$ cat src/rtl/uopd_pkg.sv
package uopd_pkg;

    localparam logic [7:0] CH_SLASH = 8'h2F;
    localparam logic [7:0] CH_PCT   = 8'h25;
    localparam logic [7:0] CH_QMARK = 8'h3F;

    localparam int MaxResults = 4 - 1;

    localparam logic [2:0] K_PATH_BYTE   = 3'd0;
    localparam logic [2:0] K_SEG_END     = 3'd1;
    localparam logic [2:0] K_QUERY_START = 3'd2;
    localparam logic [2:0] K_QUERY_BYTE  = 3'd3;
    localparam logic [2:0] K_ACCEPT      = 3'd4;
    localparam logic [2:0] K_ERROR       = 3'd5;

    localparam logic [2:0] E_NONE       = 3'd0;
    localparam logic [2:0] E_BAD_PATH   = 3'd1;
    localparam logic [2:0] E_BAD_ESCAPE = 3'd2;
    localparam logic [2:0] E_BAD_SEG    = 3'd3;
    localparam logic [2:0] E_BAD_QUERY  = 3'd4;

    typedef struct packed {
        logic [2:0] kind;
        logic [7:0] data;
        logic [2:0] error_code;
        logic       run_end;
    } res_t;

    typedef struct packed {
        logic [1:0]                  count;
        res_t [MaxResults-1:0]       res;
    } step_out_t;

    function automatic logic is_alnum(input logic [7:0] c);
        return (c >= 8'h30 && c <= 8'h39) || (c >= 8'h41 && c <= 8'h5A) ||
               (c >= 8'h61 && c <= 8'h7A);
    endfunction

    function automatic logic is_seg_char(input logic [7:0] c);
        logic ok;
        ok = is_alnum(c);
        unique case (c)
            8'h2D, 8'h2E, 8'h5F, 8'h7E, 8'h21, 8'h24, 8'h26, 8'h27, 8'h28,
            8'h29, 8'h2A, 8'h2B, 8'h2C, 8'h3B, 8'h3D, 8'h3A, 8'h40: ok = 1'b1;
            default: ;
        endcase
        return ok;
    endfunction

    function automatic logic is_query_char(input logic [7:0] c);
        return is_seg_char(c) || c == CH_SLASH || c == CH_QMARK || c == CH_PCT;
    endfunction

    // Returns {valid, value} for one hex digit.
    function automatic logic [4:0] hex_value(input logic [7:0] c);
        logic [4:0] r;
        r = 5'd0;
        if (c >= 8'h30 && c <= 8'h39) begin
            r = {1'b1, c[3:0]};
        end else if ((c >= 8'h41 && c <= 8'h46) || (c >= 8'h61 && c <= 8'h66)) begin
            r = {1'b1, c[3:0] + 4'd9};
        end
        return r;
    endfunction

endpackage

$ cat src/rtl/uopd_step.sv
module uopd_step (
    input  logic                aclk,
    input  logic                aresetn,
    input  logic                take,
    input  logic [7:0]          byte_in,
    input  logic                final_byte,
    output uopd_pkg::step_out_t step_out
);
    import uopd_pkg::*;

    localparam logic [2:0] PH_START = 3'd0;
    localparam logic [2:0] PH_PATH  = 3'd1;
    localparam logic [2:0] PH_ESC1  = 3'd2;
    localparam logic [2:0] PH_ESC2  = 3'd3;
    localparam logic [2:0] PH_QUERY = 3'd4;
    localparam logic [2:0] PH_SKIP  = 3'd5;

    logic [2:0] phase_reg, phase_next;
    logic       seg_bytes_reg, seg_bytes_next;
    logic       seg_done_reg, seg_done_next;
    logic [3:0] nibble_reg, nibble_next;

    logic [4:0] hex;
    logic [2:0] err;
    logic [1:0] n;
    logic       skip;
    res_t [MaxResults-1:0] res;

    always_comb begin
        hex            = hex_value(byte_in);
        err            = E_NONE;
        n              = 2'd0;
        skip           = 1'b0;
        res            = '0;
        phase_next     = phase_reg;
        seg_bytes_next = seg_bytes_reg;
        seg_done_next  = seg_done_reg;
        nibble_next    = nibble_reg;

        unique case (phase_reg)
            PH_PATH: begin
                if (byte_in == CH_SLASH) begin
                    if (seg_bytes_reg) begin
                        res[n].kind    = K_SEG_END;
                        n              = n + 2'd1;
                        seg_bytes_next = 1'b0;
                        seg_done_next  = 1'b1;
                    end else begin
                        err = E_BAD_PATH;
                    end
                end else if (byte_in == CH_PCT) begin
                    phase_next = PH_ESC1;
                end else if (byte_in == CH_QMARK) begin
                    if (seg_bytes_reg || seg_done_reg) begin
                        res[n].kind = K_SEG_END;
                        n           = n + 2'd1;
                    end
                    seg_bytes_next = 1'b0;
                    seg_done_next  = 1'b0;
                    res[n].kind    = K_QUERY_START;
                    n              = n + 2'd1;
                    phase_next     = PH_QUERY;
                end else if (is_seg_char(byte_in)) begin
                    res[n].kind    = K_PATH_BYTE;
                    res[n].data    = byte_in;
                    n              = n + 2'd1;
                    seg_bytes_next = 1'b1;
                end else begin
                    err = E_BAD_SEG;
                end
            end
            PH_ESC1: begin
                if (hex[4]) begin
                    nibble_next = hex[3:0];
                    phase_next  = PH_ESC2;
                end else begin
                    err = E_BAD_ESCAPE;
                end
            end
            PH_ESC2: begin
                if (hex[4]) begin
                    res[n].kind    = K_PATH_BYTE;
                    res[n].data    = {nibble_reg, hex[3:0]};
                    n              = n + 2'd1;
                    seg_bytes_next = 1'b1;
                    phase_next     = PH_PATH;
                end else begin
                    err = E_BAD_ESCAPE;
                end
            end
            PH_QUERY: begin
                if (is_query_char(byte_in)) begin
                    res[n].kind = K_QUERY_BYTE;
                    res[n].data = byte_in;
                    n           = n + 2'd1;
                end else begin
                    err = E_BAD_QUERY;
                end
            end
            PH_SKIP: begin
                skip = 1'b1;
            end
            default: begin
                if (byte_in == CH_SLASH) begin
                    phase_next = PH_PATH;
                end else begin
                    err = E_BAD_PATH;
                end
            end
        endcase

        // The final byte closes the path or query; ending anywhere else is a short escape.
        if (!skip && err == E_NONE && final_byte) begin
            if (phase_next == PH_PATH) begin
                if (seg_bytes_next || seg_done_next) begin
                    res[n].kind = K_SEG_END;
                    n           = n + 2'd1;
                end
                res[n].kind = K_ACCEPT;
                n           = n + 2'd1;
            end else if (phase_next == PH_QUERY) begin
                res[n].kind = K_ACCEPT;
                n           = n + 2'd1;
            end else begin
                err = E_BAD_ESCAPE;
            end
        end

        if (err != E_NONE) begin
            res                 = '0;
            res[0].kind         = K_ERROR;
            res[0].error_code   = err;
            n                   = 2'd1;
            phase_next          = PH_SKIP;
        end

        if (final_byte) begin
            phase_next     = PH_START;
            seg_bytes_next = 1'b0;
            seg_done_next  = 1'b0;
            nibble_next    = 4'd0;
        end

        if (n != 2'd0) begin
            res[n - 2'd1].run_end = 1'b1;
        end

        step_out.count = n;
        step_out.res   = res;
    end

    always_ff @(posedge aclk) begin
        if (!aresetn) begin
            phase_reg     <= PH_START;
            seg_bytes_reg <= 1'b0;
            seg_done_reg  <= 1'b0;
            nibble_reg    <= 4'd0;
        end else if (take) begin
            phase_reg     <= phase_next;
            seg_bytes_reg <= seg_bytes_next;
            seg_done_reg  <= seg_done_next;
            nibble_reg    <= nibble_next;
        end
    end

endmodule

$ cat src/rtl/uopd_obuf.sv
module uopd_obuf (
    input  logic                aclk,
    input  logic                aresetn,
    input  logic                load,
    input  uopd_pkg::step_out_t step_out,
    output logic                can_load,
    output logic                out_valid,
    input  logic                out_ready,
    output uopd_pkg::res_t      out_res
);
    import uopd_pkg::*;

    res_t       buf_reg [MaxResults];
    logic [1:0] count_reg, count_next;
    logic [1:0] rd_reg, rd_next;
    logic       pop;

    assign out_valid = count_reg != 2'd0;
    assign pop       = out_valid && out_ready;
    assign out_res   = buf_reg[rd_reg];

    // A new item may land when the buffer is empty or its last result leaves now.
    assign can_load  = count_reg == 2'd0 || (count_reg == 2'd1 && out_ready);

    always_comb begin
        count_next = count_reg;
        rd_next    = rd_reg;
        if (load) begin
            count_next = step_out.count;
            rd_next    = 2'd0;
        end else if (pop) begin
            count_next = count_reg - 2'd1;
            rd_next    = rd_reg + 2'd1;
        end
    end

    always_ff @(posedge aclk) begin
        if (!aresetn) begin
            count_reg <= 2'd0;
            rd_reg    <= 2'd0;
        end else begin
            count_reg <= count_next;
            rd_reg    <= rd_next;
        end
    end

    always_ff @(posedge aclk) begin
        if (load) begin
            for (int i = 0; i < MaxResults; i++) begin
                buf_reg[i] <= step_out.res[i];
            end
        end
    end

endmodule

$ cat src/rtl/uri_origin_path_decoder.sv
// Channel  Direction  tdata (low bit up)            tuser   tlast
// s_       in         byte_in[7:0]                  -       final_byte
// m_       out        data[7:0], error_code[10:8]   kind    run_end
//
// Each input item is parsed in the cycle it is accepted and its 0 to 3 results
// land in a small result buffer, which keeps them while the m_ side stalls.
// Otherwise one result leaves per cycle, so items with one result or none flow
// one per clock; one with more results holds s_tready low until one is left.
// aresetn (synchronous, active low) returns the parser to its start state.
module uri_origin_path_decoder (
    input  logic        aclk,
    input  logic        aresetn,
    input  logic        s_tvalid,
    output logic        s_tready,
    input  logic [7:0]  s_tdata,   // byte_in[7:0]
    input  logic        s_tlast,
    output logic        m_tvalid,
    input  logic        m_tready,
    output logic [15:0] m_tdata,   // data[7:0], error_code[10:8], zero fill
    output logic [2:0]  m_tuser,   // kind[2:0]
    output logic        m_tlast
);
    import uopd_pkg::*;

    step_out_t step_out;
    res_t      out_res;
    logic      take;

    assign take = s_tvalid && s_tready;

    uopd_step u_step (
        .aclk       (aclk),
        .aresetn    (aresetn),
        .take       (take),
        .byte_in    (s_tdata),
        .final_byte (s_tlast),
        .step_out   (step_out)
    );

    uopd_obuf u_obuf (
        .aclk      (aclk),
        .aresetn   (aresetn),
        .load      (take),
        .step_out  (step_out),
        .can_load  (s_tready),
        .out_valid (m_tvalid),
        .out_ready (m_tready),
        .out_res   (out_res)
    );

    assign m_tdata = {5'd0, out_res.error_code, out_res.data};
    assign m_tuser = out_res.kind;
    assign m_tlast = out_res.run_end;

endmodule

$ cat config.mk
export PLATFORM = sky130hd
export DESIGN_NAME = uri_origin_path_decoder
export DESIGN_NICKNAME = d
export VERILOG_FILES = /design/src/rtl/uopd_pkg.sv /design/src/rtl/uopd_step.sv /design/src/rtl/uopd_obuf.sv /design/src/rtl/uri_origin_path_decoder.sv
export SDC_FILE = /design/constraint.sdc
export NUM_CORES = 1
export LEC_CHECK = 0
export CORE_MARGIN = 2
export CORE_UTILIZATION = 25
export DETAILED_ROUTE_END_ITERATION = 7
export DONT_BUFFER_PORTS = 1
export HOLD_SLACK_MARGIN = 0.06
export SLEW_MARGIN = 20
export SYNTH_ARGS = -nofsm -noshare
export SYNTH_HDL_FRONTEND = slang
export SYNTH_SLANG_ARGS = --single-unit
$ cat constraint.sdc
create_clock -name aclk -period 6 [get_ports aclk]
set_clock_uncertainty 0.2 [all_clocks]
set_input_delay 0.6 -clock aclk [delete_from_list [all_inputs] [get_ports aclk]]
set_output_delay 0.6 -clock aclk [all_outputs]
set_load 0.02 [all_outputs]
==> results.cfg, run 1 <==
[outcome]
outcome = finished, final reports clean

[worst_setup_path]
worstSetupEndpoint = u_obuf.buf_reg[0][0]
timing_worst_setup_path_type = input port to flip-flop
rr_startpoint = u_step.phase_reg[1]
reg2reg_depth = 11
critical_path_arrival_ns = 3.91
max_stage_delay_ns = 0.51
crit_path_max_fanout = 7
cp_startpoint = s_tdata[0]
cpMaxStageDelayCell = or4b_4
r2r-end = u_obuf.buf_reg[0][0]
reg2reg_slack_ns = 2.31
setup.worst_path.start_class = input port
cp.required_ns = 5.93
endpoint_kind = flip-flop
worstPathCellList = inv_1 -> ha_1 -> or4b_4 -> o211a_1 -> o21ai_1 -> nand2_1 -> nand3_1 -> a21oi_2 -> inv_1 -> ha_1 -> a21oi_1 -> ha_1 -> inv_1 -> a21oi_1 -> o21ai_1 -> a21boi_1

[cells_and_area]
final_design_area_no_fill_um2 = 3120
diodes = 0
drive_above_1_share = 0.0774
area.growth.synth_to_final_pct = 9.29
finish.net_count = 348
postLayoutCoreUtil = 0.277
stdcell_count = 466
final.fill_count = 1192
largest_register_ff_count = 22

[power]
power.switching_mw = 0.260
power_report.internal_total_mw = 0.606
sequentialPowerShare = 0.367
vdd.ir_drop.worst_v = 0.000191
p_clk_frac = 0.395
p_per_area_nw_per_um2 = 278
switching_power_share_of_the_total = 0.300
power.total_mw = 0.866
p_leak_nw = 1.12
comb_power_share = 0.238

[logic_synthesis]
syn_area_um2 = 2850
synthMostInstantiatedCell = nand2_1
post-synth-top-area-cell = edfxtp_1
synth.ff_latch_count = 37
synth_cell_type_count = 69
synth_edf_count = 22
synthesis.area_per_instance_um2 = 8.57
seq_area_frac_synth = 0.337
share_of_flip_flops_with_an_asynchronous_set_or_reset = 0
ys.warnings.count = 0
count_of_mapped_cells_out_of_synthesis = 333
ys.flop_type = edfxtp_1
synth_top_cell_area_share = 0.231
post_synth_most_frequent_cells = nand2_1 (33), nor2_1 (31), edfxtp_1 (22)
top_cells_by_area_in_the_synthesized_netlist = edfxtp_1 (23%), dfxtp_1 (11%), ha_1 (5.7%)

[place]
place_area_um2 = 2930
dp.cells = 458
gp_congestion = 0.906
worst_setup_timing_slack_at_the_placement_stage_ns = 1.82
detailed_place_hpwl_mm = 5.34
buffers_on_ports = 0

[sta]
final.period_utilization = 0.663
hold_viol = 0
max_clock_freq_mhz = 251
final-setup-viol-count = 0
period_minus_slack_ns = 3.98
worst_slack_ns = 2.02
max_slew_margin = 0.522
finalMaxSlewViolations = 0
setup_repair_after_global_routing_missed_its_margin = no
fin_tns_setup_ns = 0
worst_pin_slew_ns = 0.710
finalHoldWorstSlack_ns = 0.231

[clock_tree]
cts.root.buffer_cell = clkbuf_16
cts.clk_slew.worst_paths_ns = 0.06
cts.repair_timing.setup_buffer_count = 0
clkSinkCount = 37
cts_hold_buf = 0
cts_max_level = 2
clock_insertion_delay_worst_skew_ns = 0.28
cts_max_path_buffers = 2
post_cts_resized = 0
cts_made_buffers = 5
clock_tree_from_tritoncts = done

[global_routing]
globalRouteTotalUtil = 0.116
globalRoute.totalOverflow = 0
first_global_vias = 2298
grt_start_max_net_pins = 28
initial_antenna_violation_count = 0
first_pass_grt_wire_length_mm = 11.8

[die]
die_width_um = 111
fp-row-count = 39
fp.coreArea_um2 = 11300
die_area_um2 = 12300
die_height_um = 111
initial_core_util = 0.253
floorplan.io_pins = 35

[drt]
route.detailed.drc = 0
first_pass_drt_iterations = 6
antenna_violating_nets_post_route = 0
drt-vias-per-instance = 5.15
wl_per_cell_um = 15.2
via_count = 2398
postRouteWirelength_mm = 7.06
detail_route.iter0.violations = 227

[min_path]
min-delay-path-class = input port to flip-flop
worstHoldPathCells = 2

[flow_run]
drv_cap = 0
-- power groups by stage --
stage          Clock [mW]  Combinational [mW]  Sequential, mW
6_report            0.342               0.207           0.318
3_5_place_dp            0               0.207           0.323
4_1_cts             0.347               0.208           0.318
3_3_place_gp            0               0.204           0.323
5_1_grt             0.357               0.227           0.321
2_1_floorplan           0               0.183           0.315
-- how the worst min path moves through the flow --
stage                              from             endpoint  slack, ns
floorplan           u_step.seg_done_reg  u_step.seg_done_reg       0.25
global placement    u_step.seg_done_reg  u_step.seg_done_reg       0.27
detailed placement  u_step.seg_done_reg  u_step.seg_done_reg       0.28
CTS                             aresetn  u_step.seg_done_reg       0.23
global route                    aresetn  u_step.seg_done_reg       0.25
finish                          aresetn  u_step.seg_done_reg       0.23
-- critical path: cells and delay by family --
family / cells / cell delay, ns
compound gates: 7 / 1.41
fa+ha+maj: 3 / 0.76
buf+inv: 3 / 0.27
simple gates: 3 / 0.86
-- logic make-up after synthesis --
kind of cell | after synthesis | share of synthesized area
adders and majority gates | 13 | 0.0570
DFF | 37 | 0.337
muxes | 6 | 0.0210
xor gates and xnor gates | 6 | 0.0184
buffers and inverters | 39 | 0.0666
AOI/OAI and AO/OA | 94 | 0.237
and+or+nand+nor | 137 | 0.262
other | 1 | 0.00131
-- cell usage in the layout, fill, tap and decap left out, types with 4 or more instances in the layout --
master / count
a21o_1: 4
a21oi_1: 18
a22o_1: 4
a31oi_1: 5
and2_1: 13
and3_1: 4
clkbuf_16: 5
conb_1: 5
dfxtp_1: 15
edfxtp_1: 22
ha_1: 13
inv_1: 16
mux2i_1: 6
nand2_1: 33
nand2b_1: 6
nand3_1: 7
nor2_1: 31
nor2b_1: 12
nor3_1: 5
o21ai_0: 14
o21ai_1: 8
or2_2: 4
-- layer usage --
layer  vias up  routed length (µm)  GRT usage
met5         -                   0          0
met4         0                 146     0.0500
li1       1178                   -          -
met2        54                3240      0.187
met1      1156                3370      0.152
met3        10                 307     0.0219
-- layout make-up --
class / instances / area, µm² / share of cell area
Timing Repair Buffer: 1 / 7.51 / 0.00241
Tap cell: 143 / 179 / 0.0574
Clock buffer: 5 / 125 / 0.0401
Clock inverter: 3 / 68.8 / 0.0221
Sequential cell: 37 / 961 / 0.308
Multi-Input combinational cell: 261 / 1720 / 0.551
Inverter: 16 / 60.1 / 0.0193
Power figures use the tool's default switching activity.
==> run 2, diff against run 1 <==
Clock period 6 ns to 3.2 ns, I/O delays scaled along.
==> results.cfg, run 2 (same netlist as run 1, synthesis figures left out) <==
[outcome]
outcome = finished, final reports clean

[clock_tree]
cts_made_buffers = 5
clock_insertion_delay_worst_skew_ns = 0.27
cts_max_path_buffers = 2
clkSinkCount = 37
cts_hold_buf = 5
cts.clk_slew.worst_paths_ns = 0.05
cts_max_level = 2
cts.repair_timing.setup_buffer_count = 0
clock_tree_from_tritoncts = done
cts.root.buffer_cell = clkbuf_16
post_cts_resized = 0

[cells_and_area]
final.fill_count = 1163
mostFrequentLayoutCell = buf_4
multi_input_area_um2 = 1780
drive_above_1_share = 0.192
layout_common_cells = buf_4 (37), nand2_1 (33), nor2_1 (31), edfxtp_1 (22), a21oi_1 (17)
regArea_um2 = 961
finish.net_count = 389
stdcell_count = 507
largest_register_ff_count = 22
area.growth.synth_to_final_pct = 21.0
diodes = 0

[die]
fp-row-count = 39
die_area_um2 = 12300
initial_core_util = 0.253
die_height_um = 111
fp.coreArea_um2 = 11300
floorplan.io_pins = 35
die_width_um = 111

[worst_setup_path]
reg2reg_slack_ns = 0.31
worstPathCellList = inv_6 -> ha_4 -> or4b_4 -> o211a_1 -> o21ai_2 -> nand2_1 -> nand3_2 -> a21oi_2 -> inv_2 -> ha_4 -> a21oi_4 -> ha_1 -> inv_1 -> a21oi_1 -> o21ai_1 -> a21boi_1
cpMostUsedCell = ha_4
crit_path_max_fanout = 7
r2r-end = u_obuf.buf_reg[0][0]
cp.required_ns = 3.12
cp_startpoint = s_tdata[1]
worst-path-buf-inv = 3
reg2reg_depth = 13
endpoint_kind = flip-flop
setup.worst_path.start_class = input port
rr_startpoint = u_step.phase_reg[1]
worstSetupEndpoint = u_obuf.buf_reg[0][0]
cpLargestDelayFamily = compound AO/OA/AOI/OAI gates
critical_path_depth = 16
max_stage_delay_ns = 0.49
timing_worst_setup_path_type = input port to flip-flop
critical_path_arrival_ns = 2.89
cpMaxStageDelayCell = or4b_4

[sta]
finalHoldWorstSlack_ns = 0.0689
worst_slack_ns = 0.233
max_clock_freq_mhz = 337
final.period_utilization = 0.927
setup_repair_after_global_routing_missed_its_margin = no
worst_pin_slew_ns = 0.696
period_minus_slack_ns = 2.97
final-setup-viol-count = 0
max_slew_margin = 0.531
hold_viol = 0
finalMaxSlewViolations = 0

[place]
dp.cells = 494
worst_setup_timing_slack_at_the_placement_stage_ns = -0.0542
detailed_place_hpwl_mm = 5.73
gp_congestion = 0.860
buffers_on_ports = 0

[min_path]
min-delay-path-class = input port to flip-flop

[global_routing]
globalRouteTotalUtil = 0.122
first_pass_grt_wire_length_mm = 12.6
first_global_vias = 2517
globalRoute.totalOverflow = 0
initial_antenna_violation_count = 0
grt_start_max_net_pins = 28

[power]
p_leak_nw = 1.29
vdd.ir_drop.worst_v = 0.000301
power.total_mw = 1.49
p_per_area_nw_per_um2 = 431

[drt]
wl_per_cell_um = 14.6
antenna_violating_nets_post_route = 0
postRouteWirelength_mm = 7.40
detail_route.iter0.violations = 159
via_count = 2551
drt-vias-per-instance = 5.03
route.detailed.drc = 0
first_pass_drt_iterations = 5

[flow_run]
drv_cap = 0
## run 2: per-stage QoR
stage / TNS [ns] / area, µm² / utilization
floorplan: -0.213 / 2950 / -
global placement: -0.000463 / 3270 / 0.290
detailed placement: -0.188 / 3270 / 0.290
CTS: 0 / 3450 / 0.306
global route: 0 / 3450 / 0.306
finish: 0 / 3450 / 0.306
## run 2: worst min path at each step
stage,slack [ns],to,start,cells past startpoint
2_1_floorplan,0.25,u_step.seg_done_reg,u_step.seg_done_reg,2
3_3_place_gp,0.24,u_step.seg_done_reg,aresetn,2
3_5_place_dp,0.25,u_step.seg_done_reg,aresetn,2
4_1_cts,0.07,u_obuf.buf_reg[0][6],s_tdata[2],1
5_1_grt,0.07,u_obuf.buf_reg[0][6],s_tdata[2],1
6_report,0.07,u_obuf.buf_reg[0][8],s_tdata[4],1
## run 2: area by class of cell
type                       instances  area share
clock buffer                       5      0.0362
clock inverter                     3     0.00362
inverter                          16      0.0196
multi-input combinational        261       0.516
sequential                        37       0.278
tap                              143      0.0518
timing repair buffer              42      0.0949
## run 2: worst reg2reg max path: cells and delay by family, from the launching register on
kind            cells  cell delay (ns)
compound gates      7             0.97
buf+inv             2             0.12
fa+ha+maj           2             0.57
flops               1             0.33
simple gates        2             0.55
## run 2: report_power, final
part	internal, mW	total (mW)	leakage (nW)	switching (mW)
logic	0.158	0.443	0.892	0.285
clock network	0.281	0.455	0.0687	0.174
registers	0.568	0.589	0.333	0.0208
## run 2: metal layers
layer,vias to the layer above,track usage,wire length [µm]
met5,-,0,0
met4,0,0.0417,125
met3,8,0.0159,341
met2,68,0.207,3570
met1,1214,0.160,3360
li1,1261,-,-
